## config.mk

```make
export PLATFORM = sky130hd
export DESIGN_NAME = first_fit_bin_packer
export DESIGN_NICKNAME = d
export VERILOG_FILES = /design/src/hw/rtl/ffbp_pkg.sv /design/src/hw/rtl/first_fit_bin_packer.sv /design/src/hw/rtl/ffbp_cell.sv
export SDC_FILE = /design/constraint.sdc
export NUM_CORES = 2
export LEC_CHECK = 0
export ABC_AREA = 0
export BUFFER_PORTS_ARGS = -buffer_cell sky130_fd_sc_hd__buf_2
export CAP_MARGIN = 30
export CORE_UTILIZATION = 45
export CTS_CLUSTER_SIZE = 16
export DETAILED_ROUTE_END_ITERATION = 10
export SETUP_SLACK_MARGIN = 0.1
export SLEW_MARGIN = 20
export SYNTH_ARGS = -nofsm -noshare
export SYNTH_HDL_FRONTEND = slang
export SYNTH_HIERARCHICAL = 1
export SYNTH_SLANG_ARGS = --single-unit
```

## constraint.sdc

```tcl
create_clock -name clk -period 3.4 [get_ports clk]
set_clock_uncertainty 0.1 [all_clocks]
set_input_delay 0.68 -clock clk [delete_from_list [all_inputs] [get_ports clk]]
set_output_delay 0.68 -clock clk [all_outputs]
set_load 0.01 [all_outputs]
```

## src/hw/rtl/ffbp_pkg.sv

```systemverilog
// Shared types and constants of the first-fit bin packer.
`timescale 1ns / 1ps

package ffbp_pkg;

    localparam int SIZE_W = 16;
    localparam int IDX_W  = 4;
    localparam int REM_W  = 16;

    localparam logic [SIZE_W-1:0] BIN_CAP_RESET = 16'd1000;

    localparam logic REQ_PLACE = 1'b0;
    localparam logic REQ_CLEAR = 1'b1;

    typedef struct packed {
        logic              req_type;
        logic [SIZE_W-1:0] item_size;
    } ffbp_in_t;

    typedef struct packed {
        logic [IDX_W-1:0] bin_index;
        logic [REM_W-1:0] remaining;
        logic             no_fit;
    } ffbp_out_t;

    // Search token handed from cell to cell; on clear, size carries the fill capacity.
    typedef struct packed {
        logic              valid;
        logic              clear;
        logic              found;
        logic [SIZE_W-1:0] size;
        logic [IDX_W-1:0]  idx;
        logic [REM_W-1:0]  rem;
    } ffbp_tok_t;

endpackage

```

## src/hw/rtl/first_fit_bin_packer.sv

```systemverilog
// First-fit bin packer: launches requests into a chain of bin cells and buffers results.
//
// Each request travels down a row of NUM_BINS cells, one bin per cell and one cell per
// cycle. A place request is taken by the first bin whose remaining capacity is at least
// the item size, which is the lowest-numbered such bin; later cells pass it along. A clear
// request loads the configured capacity into every bin as it passes. A request is accepted
// only while no other is in flight: in_stall stays high from acceptance until the result
// is loaded into the output register, which out_stall can delay by holding the result in
// the pending register. A request that fits no bin returns no_fit and changes nothing. A
// cfg_data write takes effect at the next clear. The output register lets a new request
// start while a result still waits to be taken.
`timescale 1ns / 1ps

module first_fit_bin_packer
    import ffbp_pkg::*;
#(
    parameter int NUM_BINS  = 16,
    parameter int CAP_WIDTH = 16
)
(
    input  logic              clk,
    input  logic              rst_n,
    input  logic              in_valid,
    output logic              in_stall,
    input  ffbp_in_t          in_data,
    output logic              out_valid,
    input  logic              out_stall,
    output ffbp_out_t         out_data,
    input  logic              cfg_valid,
    output logic              cfg_ready,
    input  logic [SIZE_W-1:0] cfg_data
);

    logic              busy_reg;
    logic              busy_next;
    logic [SIZE_W-1:0] cap_reg;
    logic              pend_valid_reg;
    logic              pend_valid_next;
    ffbp_out_t         pend_reg;
    ffbp_out_t         pend_next;
    logic              out_valid_reg;
    logic              out_valid_next;
    ffbp_out_t         out_reg;
    ffbp_out_t         out_next;

    ffbp_tok_t chain_tok [NUM_BINS+1];
    ffbp_tok_t launch_tok;
    ffbp_tok_t end_tok;
    ffbp_out_t end_res;

    logic in_accept;
    logic out_take;
    logic out_free;
    logic load_out;

    assign cfg_ready = 1'b1;
    assign in_stall  = busy_reg;
    assign in_accept = in_valid && !busy_reg;

    always_comb
    begin
        launch_tok.valid = in_accept;
        launch_tok.clear = (in_data.req_type == REQ_CLEAR);
        launch_tok.found = 1'b0;
        launch_tok.size  = (in_data.req_type == REQ_CLEAR) ? cap_reg : in_data.item_size;
        launch_tok.idx   = '0;
        launch_tok.rem   = '0;
    end

    assign chain_tok[0] = launch_tok;

    for (genvar i = 0; i < NUM_BINS; i++)
    begin : g_cell
        ffbp_cell #(
            .CAP_WIDTH (CAP_WIDTH),
            .BIN_ID    (i)
        ) u_cell (
            .clk     (clk),
            .rst_n   (rst_n),
            .tok_in  (chain_tok[i]),
            .tok_out (chain_tok[i+1])
        );
    end

    assign end_tok = chain_tok[NUM_BINS];

    always_comb
    begin
        end_res.bin_index = end_tok.idx;
        end_res.remaining = end_tok.rem;
        end_res.no_fit    = !end_tok.clear && !end_tok.found;
    end

    assign out_take = out_valid_reg && !out_stall;
    assign out_free = !out_valid_reg || out_take;
    assign load_out = out_free && (pend_valid_reg || end_tok.valid);

    always_comb
    begin
        pend_valid_next = pend_valid_reg;
        pend_next       = pend_reg;
        out_valid_next  = out_valid_reg && !out_take;
        out_next        = out_reg;
        busy_next       = busy_reg;

        if (in_accept)
        begin
            busy_next = 1'b1;
        end

        if (pend_valid_reg)
        begin
            if (out_free)
            begin
                out_valid_next  = 1'b1;
                out_next        = pend_reg;
                pend_valid_next = 1'b0;
            end
        end
        else if (end_tok.valid)
        begin
            if (out_free)
            begin
                out_valid_next = 1'b1;
                out_next       = end_res;
            end
            else
            begin
                pend_valid_next = 1'b1;
                pend_next       = end_res;
            end
        end

        if (load_out)
        begin
            busy_next = 1'b0;
        end
    end

    always_ff @(posedge clk or negedge rst_n)
    begin
        if (!rst_n)
        begin
            busy_reg       <= 1'b0;
            cap_reg        <= BIN_CAP_RESET;
            pend_valid_reg <= 1'b0;
            out_valid_reg  <= 1'b0;
        end
        else
        begin
            busy_reg       <= busy_next;
            pend_valid_reg <= pend_valid_next;
            out_valid_reg  <= out_valid_next;
            if (cfg_valid && cfg_ready)
            begin
                cap_reg <= cfg_data;
            end
        end
    end

    always_ff @(posedge clk)
    begin
        pend_reg <= pend_next;
        out_reg  <= out_next;
    end

    assign out_valid = out_valid_reg;
    assign out_data  = out_reg;

    a_busy_clears_on_result: assert property (@(posedge clk) disable iff (!rst_n)
        $fell(busy_reg) |-> $past(load_out))
        else $error("busy dropped without a result reaching the output register");

    a_one_result_in_flight: assert property (@(posedge clk) disable iff (!rst_n)
        !(pend_valid_reg && end_tok.valid))
        else $error("chain delivered a result while another is pending");

    a_result_only_when_busy: assert property (@(posedge clk) disable iff (!rst_n)
        end_tok.valid |-> busy_reg)
        else $error("chain delivered a result with no request in flight");

    a_accept_sets_busy: assert property (@(posedge clk) disable iff (!rst_n)
        in_accept |=> busy_reg && !in_accept)
        else $error("request accepted while another is in flight");

endmodule

```

## src/hw/rtl/ffbp_cell.sv

```systemverilog
// One bin of the packer chain: holds its remaining capacity and passes the token on.
`timescale 1ns / 1ps

module ffbp_cell
    import ffbp_pkg::*;
#(
    parameter int CAP_WIDTH = 16,
    parameter int BIN_ID    = 0
)
(
    input  logic      clk,
    input  logic      rst_n,
    input  ffbp_tok_t tok_in,
    output ffbp_tok_t tok_out
);

    localparam int CW = (CAP_WIDTH > SIZE_W) ? CAP_WIDTH : SIZE_W;
    localparam logic [IDX_W-1:0] MY_IDX = IDX_W'(BIN_ID);

    logic [CAP_WIDTH-1:0] cap_reg;
    logic [CAP_WIDTH-1:0] cap_next;
    ffbp_tok_t            tok_reg;
    ffbp_tok_t            tok_next;
    logic [CW-1:0]        cap_ext;
    logic [CW-1:0]        size_ext;
    logic [CW-1:0]        diff;
    logic                 fits;

    assign cap_ext  = CW'(cap_reg);
    assign size_ext = CW'(tok_in.size);
    assign diff     = cap_ext - size_ext;
    // first bin along the chain that can take the item claims it
    assign fits     = tok_in.valid && !tok_in.clear && !tok_in.found && (cap_ext >= size_ext);

    always_comb
    begin
        tok_next = tok_in;
        cap_next = cap_reg;
        if (tok_in.valid && tok_in.clear)
        begin
            cap_next = CAP_WIDTH'(tok_in.size);
        end
        else if (fits)
        begin
            cap_next       = diff[CAP_WIDTH-1:0];
            tok_next.found = 1'b1;
            tok_next.idx   = MY_IDX;
            tok_next.rem   = REM_W'(diff[CAP_WIDTH-1:0]);
        end
    end

    always_ff @(posedge clk or negedge rst_n)
    begin
        if (!rst_n)
        begin
            cap_reg <= CAP_WIDTH'(BIN_CAP_RESET);
            tok_reg <= '0;
        end
        else
        begin
            cap_reg <= cap_next;
            tok_reg <= tok_next;
        end
    end

    assign tok_out = tok_reg;

endmodule
```

# Yosys cells after proc, flatten, opt, wreduce, memory -nomap -nowiden
# Index checks and enable logic that the tools add are counted.
# word_totals
register_bits	925
latchBits	0
ramBits	0
rom_bits	0
in_bits	38
output_inout_bits	24
wordCells	391
n_memories	0
# op_classes
addsub	16
multipliers	0
n_div	0
order_cmp	16
eq_ne	0
shifts	0
muxes	109
bitwise	2
n_reduce_logical	127
# op_table
operator	n
$mux 20	30
$mux 16	35
$ge 16x16->1	16
$sub 16x16->16	16
$mux 21	4
$logic_and 1x1->1	68
$mux 1	40
$logic_not 1->1	37
$reduce_bool 2->1	18
$reduce_and 3->1	1
$logic_or 1x1->1	2
$not 1->1	2
$reduce_and 2->1	1

# Longest topological paths before layout
# logic_depth
ltp_word	7
mapped_depth	13
mapped_depth_nobuf	10

# By module
# Netlist, hierarchy kept.
# modules_own_cells
mod	n_inst	cells_per_inst	area_per_inst_um2	seq_area_each_um2
ffbp_cell at g_cell[4].u_cell ...	5	266	2854.0	1383.8
ffbp_cell at g_cell[10].u_cell ...	5	271	2807.7	1383.8
ffbp_cell at g_cell[15].u_cell ...	5	269	2767.7	1383.8
ffbp_cell at g_cell[0].u_cell	1	267	2753.9	1383.8
first_fit_bin_packer	1	135	2665.1	1744.2

# Worst setup path before layout
# Ideal clock, no wire load.
# synth_timing
path_type	input -> register
startpoint	input port in_data[16] in the netlist's numbering
endpoint	register g_cell[0].u_cell.cap_reg[1]
setup_ns	0.126
t_arrival_ns	3.010
required_time_ns	3.174
setup_slack_ns	0.164
path_stages	11
n_path_buf	2
path_cell_list	buf_6 -> mux2_2 -> ha_1 -> inv_1 -> fa_1 -> a211oi_4 -> nor3_1 -> o311a_1 -> o21a_1 -> buf_6 -> a221o_1
# synth_lines
element	line	text
start, declared	first_fit_bin_packer.sv:25	input ffbp_in_t in_data,
end signal, assigned	ffbp_cell.sv:56	cap_reg <= CAP_WIDTH'(BIN_CAP_RESET);
end signal, assigned	ffbp_cell.sv:61	cap_reg <= cap_next;
end, declared	ffbp_cell.sv:20	logic [CAP_WIDTH-1:0] cap_reg;

# Worst setup path in the final report
# layout_timing
startpoint	register g_cell[3].u_cell.tok_reg (netlist bit g_cell[3].u_cell/tok_out[20])
endpoint	register g_cell[4].u_cell.cap_reg[12]
# layout_between
elab_chain_cells	3
elab_cells_between_ends	6
classes_between	1 x add/sub; 1 x order compare; 2 x mux; 2 x reduce/logical
# layout_lines
element	line	text
start, declared	ffbp_cell.sv:22	ffbp_tok_t tok_reg;
start signal, assigned	ffbp_cell.sv:62	tok_reg <= tok_next;
$sub 16x16->16 / $ge 16x16->1 (equally long branches)	ffbp_cell.sv:31, ffbp_cell.sv:33	
$mux 16 / $logic_and 1x1->1 (equally long branches)	ffbp_cell.sv:43, ffbp_cell.sv:33	
$mux 16 / $reduce_bool 2->1 (equally long branches)	-	
end signal, assigned	ffbp_cell.sv:56	
end signal, assigned	ffbp_cell.sv:61	
end, declared	ffbp_cell.sv:20	
# Several ways; a longest one is shown, not always the timed one. The select of a mux whose other input is x is not followed.
# A chain may end at the register's enable or synchronous reset.

==> metrics.txt <==
synthesized area 47200 sq um; post-synthesis area per instance 10.7 sq um; Max-cap violations 0; drt via density 5.43; pre-CTS setup slack -28.3 ps; DRT antenna net count 0; max frequency 323 MHz; Worst Tran Pin Value 937 ps; Final Hold Fails 0; Initial Utilization 0.455; cts bufs inserted 101; hold_ws 129 ps; Core ar. 104000 sq um; dpl hpwl 83200 um; placed inst area 49300 sq um; min Tclk post-route 3100 ps; Filler cells 9335; Final Wtd Congestion 0.891; DRT Pass-1 Iters 5; CTS tree built; Pwr Total 0.0396 W; share of cells above drive strength 1 0.161; Die X 326 um; Startpoint Class register; post-CTS setup buffer count 0; num rows 118; Avg WL per Cell 18.4 um; total die area 106000 sq um; GRT Util Overall 0.210; final setup margin 303 ps; first-pass GRT wire length 179000 um; port buffer count 60; clock-pin slew on the worst setup and hold paths 60 ps; Sinks on Clock Net 925; fin crit share 0.911; Vias 32769; max reg flops 608; Max IR drop VDD 0.618 mV; DRT iter0 DRCs 2353; max-slew violation count 0; final WL 111000 um; number of global-route vias before repair 32337; final instance area 52900 sq um; pwr/cell area 749 nW/um^2; gr ovfl total 0; area grow syn2layout 12.2%; Setup Viol. Count Final 0; CTS Root Cell clkbuf_16; clock latency on the worst-skew pair 690 ps; CP Max Fanout 16; # DRC 0; CTS H-tree lvls 3; Slew HR 0.374; largest net degree at the start of global routing 86; setup TNS 0 ps; die height 326 um; CP arrival 3550 ps; crit path capture type register; YS warnings 6; worst hold path type in2reg; status finished, final reports clean; CP Data Required Time 3850 ps; I/O Pins 62; cell count after synthesis 4416; Clock Path Buffers 3; initial antenna violation count 1; Final nets 4875; worst setup path class reg2reg; static leakage 24.5 nW; RSZ-0062 raised after global routing no
==> worst max-delay path, stage by stage, from the launching register on <==
cell,delay (ps)
dfrtp_1,410
ha_1,180
inv_1,50
fa_1,440
a211oi_4,310
nor3_2,100
o311a_4,380
a21o_1,390
buf_4,310
a221o_1,320
==> path summary, 6_finish.rpt <==
kind	cells past startpoint	slack [ps]	end	startpoint
max	9	300	g_cell[4].u_cell/cap_ext[12]	g_cell[3].u_cell/tok_out[20]
min	2	130	cap_reg[6]	cfg_data[6]
max reg2reg	9	300	g_cell[4].u_cell/cap_ext[12]	g_cell[3].u_cell/tok_out[20]
min reg2reg	0	270	g_cell[9].u_cell/tok_out[35]	g_cell[8].u_cell/tok_out[35]
max in group asynchronous	3	1680	g_cell[15].u_cell/tok_out[8]	rst_n
min in group asynchronous	2	440	g_cell[9].u_cell/cap_ext[10]	rst_n
==> layout make-up <==
type                       count  area [sq um]  share of cell area
sequential                   925         23500               0.444
multi-input combinational   3050         21500               0.407
clock buffer                 139          2880              0.0545
tap                         1380          1730              0.0326
timing repair buffer         193          1500              0.0283
inverter                     294          1100              0.0209
clock inverter                52           679              0.0128
antenna                        1          2.50           0.0000473
==> power by group <==
group / leakage [nW] / total, W / internal (W) / switching, W
Combinational: 12.0 / 0.0138 / 0.00565 / 0.00813
Clock: 1.72 / 0.0115 / 0.00689 / 0.00464
Sequential: 10.8 / 0.0143 / 0.0132 / 0.00115
==> cells in the final DEF, fill, tap and decap left out, types with 31 or more instances in the layout <==
master / instances
buf_4: 117
and3_1: 31
inv_1: 294
buf_2: 59
a221o_1: 71
xnor2_1: 119
clkbuf_16: 102
ha_1: 256
and4_1: 40
mux2_4: 88
nor2b_1: 33
a31oi_1: 40
nor2_1: 195
nand2b_1: 60
o211ai_1: 70
mux2_2: 56
nand2_1: 622
dfstp_2: 102
xor2_1: 93
dfrtp_1: 781
a21oi_1: 260
a21o_1: 86
o21bai_1: 37
o21ai_0: 210
and2_1: 52
edfxtp_1: 42
nand3_1: 81
o21ai_1: 68
a22oi_1: 111
==> metal layers <==
layer / routed length, um / vias up / track usage
met4: 2370 / 0 / 0.0577
met5: 0 / - / 0
li1: - / 15817 / -
met3: 4680 / 151 / 0.0282
met2: 50700 / 709 / 0.328
met1: 53100 / 16092 / 0.305
==> metrics by stage <==
| step | cells | utilization |
|---|---|---|
| 2_1_floorplan | 4437 | - |
| 3_3_place_gp | 5841 | 0.476 |
| 3_5_place_dp | 5841 | 0.476 |
| 4_1_cts | 6033 | 0.510 |
| 5_1_grt | 6033 | 0.511 |
| 6_report | 6034 | 0.511 |
==> repair_timing <==
action	CTS	global route
hold endpoints to repair	21	0
gates resized for setup	0	3
setup endpoints to repair	0	9
hold buffers	1	0
No activity file was read; power rests on OpenSTA's default activity.
